`src/design/ils_pkg.sv`:
```
package ils_pkg;

  // Default sizing
  localparam int unsigned CAPACITY_DEF   = 64;
  localparam int unsigned DATA_WIDTH_DEF = 32;

  // Fixed port field widths
  localparam int unsigned REQ_W      = 3;
  localparam int unsigned IDX_W      = 7;
  localparam int unsigned VALUE_W    = 32;
  localparam int unsigned DATA_OUT_W = 32;
  localparam int unsigned POS_W      = 6;
  localparam int unsigned STATUS_W   = 2;
  localparam int unsigned COUNT_W    = 7;

  // Request kinds
  typedef enum logic [REQ_W-1:0] {
    REQ_APPEND = 3'd0,
    REQ_INSERT = 3'd1,
    REQ_REMOVE = 3'd2,
    REQ_READ   = 3'd3,
    REQ_FIND   = 3'd4
  } req_e;

  // Result status codes
  typedef enum logic [STATUS_W-1:0] {
    STATUS_OK    = 2'd0,
    STATUS_RANGE = 2'd1,
    STATUS_FULL  = 2'd2
  } status_e;

endpackage

```
`src/design/ils_mem.sv`:
```
module ils_mem
  import ils_pkg::*;
#(
  parameter int unsigned DEPTH = CAPACITY_DEF,
  parameter int unsigned WIDTH = DATA_WIDTH_DEF,
  localparam int unsigned AW   = $clog2(DEPTH)
) (
  input  logic             clk_i,
  input  logic             wr_en_i,
  input  logic [AW-1:0]    wr_addr_i,
  input  logic [WIDTH-1:0] wr_data_i,
  input  logic             rd_en_i,
  input  logic [AW-1:0]    rd_addr_i,
  output logic [WIDTH-1:0] rd_data_o
);

  logic [WIDTH-1:0] mem_q [DEPTH];
  logic [WIDTH-1:0] rd_data_q;

  // Write port
  always_ff @(posedge clk_i) begin
    if (wr_en_i) begin
      mem_q[wr_addr_i] <= wr_data_i;
    end
  end

  // Registered read port
  always_ff @(posedge clk_i) begin
    if (rd_en_i) begin
      rd_data_q <= mem_q[rd_addr_i];
    end
  end

  assign rd_data_o = rd_data_q;

endmodule

```
`src/design/indexed_list_store_top.sv`:
```
// Channel | Direction | Handshake               | Payload
// in      | input     | in_valid_i / in_stall_o | req_type_i, index_i, value_i
// out     | output    | out_valid_o/out_stall_i | data_o, position_o, found_o, status_o, count_o
//
// One request at a time; in_stall_o stays high from accept until the result
// is moved into the output register, and is low in the cycle after that.
// A walk reads the entries it covers, one read per cycle, and find stops it on a match.
// Append, insert at the end and find on an empty list pass through the walk with no read;
// errors and unknown kinds skip the walk and go straight to the hold state.
// Reset clears control state and entry count; store contents are undefined until written.
// A stalled result sits in the output register while the next request is taken.
module indexed_list_store_top
  import ils_pkg::*;
#(
  parameter int unsigned CAPACITY   = CAPACITY_DEF,
  parameter int unsigned DATA_WIDTH = DATA_WIDTH_DEF
) (
  input  logic                  clk_i,
  input  logic                  rst_ni,
  input  logic                  in_valid_i,
  output logic                  in_stall_o,
  input  logic [REQ_W-1:0]      req_type_i,
  input  logic [IDX_W-1:0]      index_i,
  input  logic [VALUE_W-1:0]    value_i,
  output logic                  out_valid_o,
  input  logic                  out_stall_i,
  output logic [DATA_OUT_W-1:0] data_o,
  output logic [POS_W-1:0]      position_o,
  output logic                  found_o,
  output logic [STATUS_W-1:0]   status_o,
  output logic [COUNT_W-1:0]    count_o
);

  localparam int unsigned AW   = $clog2(CAPACITY);
  localparam int unsigned CW   = $clog2(CAPACITY + 1);
  localparam int unsigned CMPW = (CW > IDX_W) ? CW : IDX_W;

  localparam logic [1:0] S_IDLE = 2'd0;
  localparam logic [1:0] S_WALK = 2'd1;
  localparam logic [1:0] S_HOLD = 2'd2;

  // Control state
  logic [1:0]            state_q, state_d;
  logic [CW-1:0]         cnt_q, cnt_d;
  logic                  pend_q, pend_d;
  logic                  out_valid_q, out_valid_d;
  req_e                  kind_q, kind_d;

  // Walk and request payload
  logic [AW-1:0]         idx_q, idx_d;
  logic [AW-1:0]         walk_q, walk_d;
  logic [CW-1:0]         left_q, left_d;
  logic [AW-1:0]         pend_addr_q, pend_addr_d;
  logic [DATA_WIDTH-1:0] val_q, val_d;

  // Pending result and output register
  logic [DATA_OUT_W-1:0] res_data_q, res_data_d;
  logic [POS_W-1:0]      res_pos_q, res_pos_d;
  logic                  res_found_q, res_found_d;
  status_e               res_status_q, res_status_d;
  logic [DATA_OUT_W-1:0] out_data_q, out_data_d;
  logic [POS_W-1:0]      out_pos_q, out_pos_d;
  logic                  out_found_q, out_found_d;
  logic [STATUS_W-1:0]   out_status_q, out_status_d;
  logic [COUNT_W-1:0]    out_count_q, out_count_d;

  // Store ports
  logic                  wr_en;
  logic [AW-1:0]         wr_addr;
  logic [DATA_WIDTH-1:0] wr_data;
  logic                  rd_en;
  logic [AW-1:0]         rd_addr;
  logic [DATA_WIDTH-1:0] rd_data;

  logic                  accept;
  logic                  full;
  logic [CMPW-1:0]       idx_w;
  logic [CMPW-1:0]       cnt_w;

  ils_mem #(
    .DEPTH (CAPACITY),
    .WIDTH (DATA_WIDTH)
  ) u_mem (
    .clk_i     (clk_i),
    .wr_en_i   (wr_en),
    .wr_addr_i (wr_addr),
    .wr_data_i (wr_data),
    .rd_en_i   (rd_en),
    .rd_addr_i (rd_addr),
    .rd_data_o (rd_data)
  );

  assign in_stall_o = (state_q != S_IDLE);
  assign accept     = in_valid_i && !in_stall_o;
  assign full       = (cnt_q == CW'(CAPACITY));
  assign idx_w      = CMPW'(index_i);
  assign cnt_w      = CMPW'(cnt_q);

  // Sequencer
  always_comb begin
    state_d      = state_q;
    cnt_d        = cnt_q;
    pend_d       = 1'b0;
    kind_d       = kind_q;
    idx_d        = idx_q;
    walk_d       = walk_q;
    left_d       = left_q;
    pend_addr_d  = pend_addr_q;
    val_d        = val_q;
    res_data_d   = res_data_q;
    res_pos_d    = res_pos_q;
    res_found_d  = res_found_q;
    res_status_d = res_status_q;
    out_valid_d  = out_valid_q && out_stall_i;
    out_data_d   = out_data_q;
    out_pos_d    = out_pos_q;
    out_found_d  = out_found_q;
    out_status_d = out_status_q;
    out_count_d  = out_count_q;
    wr_en        = 1'b0;
    wr_addr      = pend_addr_q;
    wr_data      = rd_data;
    rd_en        = 1'b0;
    rd_addr      = walk_q;

    unique case (state_q)
      S_IDLE: begin
        if (accept) begin
          res_data_d   = '0;
          res_pos_d    = '0;
          res_found_d  = 1'b0;
          res_status_d = STATUS_OK;
          val_d        = DATA_WIDTH'(value_i);
          state_d      = S_HOLD;
          unique case (req_e'(req_type_i))
            REQ_APPEND: begin
              // append is an insert at the end with nothing to shift
              if (full) begin
                res_status_d = STATUS_FULL;
              end else begin
                kind_d  = REQ_INSERT;
                idx_d   = AW'(cnt_q);
                left_d  = '0;
                state_d = S_WALK;
              end
            end
            REQ_INSERT: begin
              if (idx_w > cnt_w) begin
                res_status_d = STATUS_RANGE;
              end else if (full) begin
                res_status_d = STATUS_FULL;
              end else begin
                kind_d  = REQ_INSERT;
                idx_d   = AW'(index_i);
                walk_d  = AW'(cnt_q - CW'(1));
                left_d  = cnt_q - CW'(index_i);
                state_d = S_WALK;
              end
            end
            REQ_REMOVE: begin
              if (idx_w >= cnt_w) begin
                res_status_d = STATUS_RANGE;
              end else begin
                kind_d  = REQ_REMOVE;
                idx_d   = AW'(index_i);
                walk_d  = AW'(index_i);
                left_d  = cnt_q - CW'(index_i);
                state_d = S_WALK;
              end
            end
            REQ_READ: begin
              if (idx_w >= cnt_w) begin
                res_status_d = STATUS_RANGE;
              end else begin
                kind_d  = REQ_READ;
                idx_d   = AW'(index_i);
                walk_d  = AW'(index_i);
                left_d  = CW'(1);
                state_d = S_WALK;
              end
            end
            REQ_FIND: begin
              kind_d  = REQ_FIND;
              walk_d  = '0;
              left_d  = cnt_q;
              state_d = S_WALK;
            end
            default: begin
              // unknown kind: zero result, nothing changes
            end
          endcase
        end
      end

      S_WALK: begin
        // issue the next read of the walk
        if (left_q != '0) begin
          rd_en       = 1'b1;
          pend_d      = 1'b1;
          pend_addr_d = walk_q;
          walk_d      = (kind_q == REQ_INSERT) ? walk_q - AW'(1) : walk_q + AW'(1);
          left_d      = left_q - CW'(1);
        end

        // act on the word read last cycle
        if (pend_q) begin
          unique case (kind_q)
            REQ_INSERT: begin
              wr_en   = 1'b1;
              wr_addr = pend_addr_q + AW'(1);
            end
            REQ_REMOVE: begin
              if (pend_addr_q == idx_q) begin
                res_data_d = DATA_OUT_W'(rd_data);
              end else begin
                wr_en   = 1'b1;
                wr_addr = pend_addr_q - AW'(1);
              end
            end
            REQ_READ: begin
              res_data_d = DATA_OUT_W'(rd_data);
            end
            REQ_FIND: begin
              if (rd_data == val_q) begin
                res_found_d = 1'b1;
                res_pos_d   = POS_W'(pend_addr_q);
                pend_d      = 1'b0;
                state_d     = S_HOLD;
              end
            end
            default: begin
            end
          endcase
        end else if (left_q == '0) begin
          // walk done: place inserted word, update count
          state_d = S_HOLD;
          if (kind_q == REQ_INSERT) begin
            wr_en   = 1'b1;
            wr_addr = idx_q;
            wr_data = val_q;
            cnt_d   = cnt_q + CW'(1);
          end else if (kind_q == REQ_REMOVE) begin
            cnt_d   = cnt_q - CW'(1);
          end
        end
      end

      S_HOLD: begin
        // move the result into the output register once it is free
        if (!out_valid_q || !out_stall_i) begin
          out_valid_d  = 1'b1;
          out_data_d   = res_data_q;
          out_pos_d    = res_pos_q;
          out_found_d  = res_found_q;
          out_status_d = res_status_q;
          out_count_d  = COUNT_W'(cnt_q);
          state_d      = S_IDLE;
        end
      end

      default: begin
        state_d = S_IDLE;
      end
    endcase
  end

  // Control registers
  always_ff @(posedge clk_i or negedge rst_ni) begin
    if (!rst_ni) begin
      state_q     <= S_IDLE;
      cnt_q       <= '0;
      pend_q      <= 1'b0;
      out_valid_q <= 1'b0;
      kind_q      <= REQ_APPEND;
    end else begin
      state_q     <= state_d;
      cnt_q       <= cnt_d;
      pend_q      <= pend_d;
      out_valid_q <= out_valid_d;
      kind_q      <= kind_d;
    end
  end

  // Payload registers
  always_ff @(posedge clk_i) begin
    idx_q        <= idx_d;
    walk_q       <= walk_d;
    left_q       <= left_d;
    pend_addr_q  <= pend_addr_d;
    val_q        <= val_d;
    res_data_q   <= res_data_d;
    res_pos_q    <= res_pos_d;
    res_found_q  <= res_found_d;
    res_status_q <= res_status_d;
    out_data_q   <= out_data_d;
    out_pos_q    <= out_pos_d;
    out_found_q  <= out_found_d;
    out_status_q <= out_status_d;
    out_count_q  <= out_count_d;
  end

  assign out_valid_o = out_valid_q;
  assign data_o      = out_data_q;
  assign position_o  = out_pos_q;
  assign found_o     = out_found_q;
  assign status_o    = out_status_q;
  assign count_o     = out_count_q;

  // Checks
  a_cnt_range: assert property (@(posedge clk_i) disable iff (!rst_ni)
    cnt_q <= CW'(CAPACITY))
    else $error("entry count above capacity");

  a_pend_walk: assert property (@(posedge clk_i) disable iff (!rst_ni)
    pend_q |-> state_q == S_WALK)
    else $error("read in flight outside walk");

  a_cnt_idle: assert property (@(posedge clk_i) disable iff (!rst_ni)
    (state_q == S_IDLE) |=> (cnt_q == $past(cnt_q)))
    else $error("entry count changed on accept");

  a_found_ok: assert property (@(posedge clk_i) disable iff (!rst_ni)
    (out_valid_q && out_found_q) |-> (out_status_q == STATUS_OK))
    else $error("match reported with error status");

endmodule
```
`config.mk`:
```
export PLATFORM = sky130hd
export DESIGN_NAME = indexed_list_store_top
export DESIGN_NICKNAME = d
export VERILOG_FILES = /design/src/design/ils_pkg.sv /design/src/design/ils_mem.sv /design/src/design/indexed_list_store_top.sv
export SDC_FILE = /design/constraint.sdc
export NUM_CORES = 2
export LEC_CHECK = 0
export BUFFER_PORTS_ARGS = -buffer_cell sky130_fd_sc_hd__buf_4
export CAP_MARGIN = 20
export CORE_AREA = 3 3 344 516
export DETAILED_ROUTE_END_ITERATION = 8
export DIE_AREA = 0 0 347 519
export PLACE_DENSITY_LB_ADDON = 0.25
export SETUP_SLACK_MARGIN = 0.3
export SLEW_MARGIN = 10
export SYNTH_ARGS = -nofsm -noshare
export SYNTH_HDL_FRONTEND = slang
export SYNTH_SLANG_ARGS = --single-unit
export TNS_END_PERCENT = 5
```
`constraint.sdc`:
```
create_clock -name clk_i -period 4.9 [get_ports clk_i]
set_clock_uncertainty 0.05 [all_clocks]
set_input_delay 0 -clock clk_i [delete_from_list [all_inputs] [get_ports clk_i]]
set_output_delay 0 -clock clk_i [all_outputs]
set_load 0.05 [all_outputs]
```
# Yosys cells after proc, flatten, opt, wreduce, memory -nomap -nowiden
# Memories as Yosys holds them, arrays and structs flattened. A register that Yosys moved wholly into a read port is not among the register bits.
# Cells that the tools add are included.
# classes
n_addsub	8
order_cmp	2
eq_ne	38
mux	84
bitwise_logic	1
reduce_logical	27
# op_table
cell	n
$mux 32	7
$pmux 32 s2	2
$mux 6	18
$mux 7	9
$pmux 6 s2	3
$pmux 6 s3	2
$pmux 7 s5	1
$eq 32x32->1	1
$ne 3x3->1 const B	9
$mux 2	11
$ne 2x2->1 const B	11
$mux 1	20
$pmux 3 s5	1
$reduce_and 5->1	3
$pmux 7 s2	1
$reduce_and 7->1	2
$sub 7x1->7 const B	2
$add 6x1->6 const B	2
$eq 3x2->1 const B	4
$mux 3	4
$pmux 2 s3	2
$sub 6x1->6 const B	2
$reduce_and 9->1	1
$pmux 2 s4	1
30 further kinds	41
# totals
regBits	160
ramBits	2048
input_bits	46
out_inout_bits	50
memories	1
# mem_list
memory	words	width	rd	rd_ports_with_merged_regs	wr	line_no	rtl
u_mem.mem_q	64	32	1	1	1	ils_mem.sv:17	logic [WIDTH-1:0] mem_q [DEPTH];

# Longest topological paths before layout
# logic_depth
word_depth	7
depth_mapped	12
mapped_depth_nobuf	10

# Cells and area by module
# A second synthesis with hierarchy kept.
# hier_totals
hier_cells	4130
area_unflattened_um2	87154.8
# by_module_without_submodules
mod	n_inst	cells_each	area_per_inst_um2	seq_area_each_um2
ils_mem	1	3511	79359.9	62459.9
indexed_list_store_top	1	619	7795.0	4734.5

# Worst setup path before layout
# Ideal clock, no wire load.
# synth_path
kind	register to register
startpoint	reg pend_addr_q[0]
endpoint	mem u_mem.mem_q[48][0] (netlist bit), enable pin
setup_time_ns	0.461
arrival_time_ns	4.336
required_time_ns	4.389
path_slack_ns	0.053
path_stages_with_launch	8
n_path_buf	0
period_less_slack_ns	4.847
cell_sequence	edfxtp_1 -> xor2_1 -> nor4_4 -> a21oi_1 -> a21o_1 -> nor3_1 -> nand2_1 -> nor3_1
# synth_between
elab_chain_len	7
word_cells_on_any_way	15
classes_between	2 x add/sub; 1 x eq/ne; 12 x mux
# synth_rtl
element	line_no	rtl
start: declaration	indexed_list_store_top.sv:53	logic [AW-1:0] pend_addr_q, pend_addr_d;
start signal: assignment	indexed_list_store_top.sv:289	pend_addr_q <= pend_addr_d;
parallel branches: the longest is 7 deep, another holds $sub 6x1->6	n/a	
end: declaration	ils_mem.sv:17	
# Parallel ways; which one is timed is not known.

# Final worst setup path
# layout_path
startpoint	reg pend_addr_q[5]
endpoint	mem u_mem.mem_q[34][12] (netlist bit), enable pin
# Same word-level chain as after synthesis.

==> results.yml <==
clocking:
  path_clk_slew_ns: 0.07
  cts-root-buf: "clkbuf_16"
  h-tree-depth: 4
  cts.path.max_buffers: 3
  cts_setup_buffers: 0
  numCtsBuffers: 191
  clk_latency_ns: 0.83
  cts_num_sinks: 2240
  cts_tree: "built"
status:
  outcome: "finished, final reports clean"
timing:
  worst_hold_slack_ns: 0.0864
  slew_headroom_pct: 18.7
  hold_viol_final: 0
  setup_tns_ns: 0
  min_period_ns: 4.15
  rsz0062_at_grt: "no"
  drv_slew: 0
  fin_crit_sh_pct: 84.7
  setup_violations: 0
  max_freq_mhz: 241
  tightest_slew_ns: 1.22
route:
  top_layer: "met5"
  num_vias: 39700
  antenna_left: 0
  first_pass_iters: 5
  wl_per_cell_um: 31.7
  wl_met2_mm: 110
  wl_mm: 205
  post-route-drc-count: 0
  drtIter0Drc: 3820
  wl_met3_mm: 11.3
  via_per_inst: 6.12
  met1Wirelength_mm: 77.9
power:
  power.total_mw: 36.5
  powerDensity_nw_per_um2: 365
  p_leak_nw: 31.5
  vdd.ir_drop.worst_uv: 398
die:
  row_count: 187
  initial_core_util_pct: 50.0
  die_h_um: 519
  io_pins: 96
  die_area_um2: 180000
  die_w_um: 347
  core_area_um2: 173000
synth:
  synth_cells: 3665
  synth_edf_count: 2226
  synth_top_area_share_pct: 77.2
  synth_seq_area_share_pct: 77.6
  syn_avg_cell_area_um2: 23.6
  synthTopCellsByArea: "edfxtp_1 (77%), mux4_2 (17%), mux2_2 (0.61%), clkbuf_1 (0.51%), xor2_1 (0.50%)"
  synth_area_leader_cell: "edfxtp_1"
  synth_warnings: 0
  ys_seq_elements: 2240
  synth_nets: 3731
  async_reset_ff_share_pct: 0.625
  synth_cell_type_count: 69
  syn-cell-area_um2: 86600
  synth_top_flop_cell: "edfxtp_1"
global_route:
  grt.total_usage_pct: 23.2
  overflow: 0
  grt_pass1_wl_mm: 299
  grt_max_degree: 95
  antenna_found_initial: 13
  grt_pass1_vias: 41400
worst_setup_path:
  critPathMaxFanout: 30
  worstReg2RegEnd: "u_mem.mem_q[34][12]"
  cpPeakStageDelay_ns: 0.74
  cp_cell_sequence: "xor2_1, nor4_4, and2_1, o21ai_0, a311o_1, or3_1, nor2_4, buf_4"
  rrSetupSlack_ns: 0.75
  endpoint: "u_mem.mem_q[34][12]"
  critPathSlowestCell: "or3_1"
  worst_ep_required_time_ns: 5.31
  r2r-start: "pend_addr_q[5]"
  r2r_cells: 8
  end_kind: "flop"
  worst-setup-path-type: "reg -> reg"
  start_kind: "flop"
  crit_start: "pend_addr_q[5]"
  critPathArrivalTime_ns: 4.56
placed_design:
  gp_congestion: 0.857
  dp.final_hpwl_mm: 124
  port_buffers: 95
layout:
  most-common-layout-cells: "edfxtp_1 (2226), mux4_2 (659), buf_4 (208)"
  utilization_pct: 57.7
  final_common_cell: "edfxtp_1"
  area_delta_synth_final_pct: 15.3
  layout-drive-gt1-share_pct: 32.5
  nNetsFinal: 4120
worst_hold_path:
  hp-class: "in -> reg"
flow_run:
  drv_cap: 0
==> flip-flops by register name, indices dropped and copies added (netlist names), 7 cells and up <==
signal and flops:
u_mem.mem_q 2048, count_o 7, cnt_q 7, left_q 7
res_data_q 32, data_o 32, val_q 32, u_mem.rd_data_o 32
==> cell type report <==
class	count	area, um2
Timing Repair Buffer	383	4210
Multi-Input combinational cell	1212	19100
Sequential cell	2240	67200
Clock inverter	129	1430
Fill cell	12200	73200
Antenna cell	4	10.0
Tap cell	2268	2840
Clock buffer	222	5030
Inverter	26	97.6
==> where the power goes <==
part / switching (mW) / internal, mW
registers: 0.000335 / 20.7
clock network: 6.78 / 8.85
logic: 0.0608 / 0.0839
==> routing by layer <==
layer	GRT usage, %	vias to the layer above
met2	40.7	1368
li1	-	16400
met1	30.1	21600
met5	0	-
met3	3.42	297
met4	7.05	6
==> synthesized netlist by cell type (15+ instances only) <==
master	number
edfxtp_1	2226
mux4_2	659
clkbuf_1	117
nor2_1	88
nand2_1	55
buf_1	50
xor2_1	49
mux2_2	47
a21oi_1	41
and2_1	41
o21ai_0	35
inv_1	25
nand3_1	21
ha_1	18
nor3_1	17
mux2i_1	15
==> worst min path at each step <==
stage | slack (ns) | start | cells past startpoint | end
floorplan | -0.35 | rst_ni | 0 | cnt_q[0]
global placement | -0.17 | rst_ni | 1 | out_valid_o
detailed placement | -0.17 | rst_ni | 1 | out_valid_o
CTS | 0.01 | out_stall_i | 4 | out_valid_o
global route | 0.06 | out_stall_i | 4 | out_valid_o
finish | 0.09 | out_stall_i | 4 | out_valid_o
==> worst max-delay path, delay by kind of cell (launching register included) <==
| family | cells | cell delay (ns) |
|---|---|---|
| buffers and inverters | 1 | 0.44 |
| DFF | 1 | 0.53 |
| and+or+nand+nor | 4 | 1.85 |
| xor gates and xnor gates | 1 | 0.23 |
| AOI/OAI and AO/OA | 2 | 0.64 |
==> per-stage QoR <==
step           setup slack, ns  cell area [um2]  instances
2_1_floorplan            0.115            86600       3665
6_report                 0.752            99900       6484
3_5_place_dp             0.770            92500       6042
4_1_cts                  0.746            99900       6479
5_1_grt                  0.521            99900       6484
3_3_place_gp             0.780            92500       6040
==> cell families (layout without fill, tap and decap cells) <==
family,Yosys count,after routing,share of synthesized area (%)
other cells,0,4,0
mux,721,721,17.9
simple gates,269,269,1.53
compound gates,140,140,1.06
xor+xnor,62,62,0.627
flops,2240,2240,77.6
fa+ha+maj,20,20,0.306
buf+inv,213,760,0.984
==> repair_timing <==
| action | in CTS | in global routing |
|---|---|---|
| hold buffers | 86 | 0 |
| gates resized for setup | 0 | 0 |
| endpoints found under the hold margin | 174 | 0 |
No activity file was read; power rests on OpenSTA's default activity.
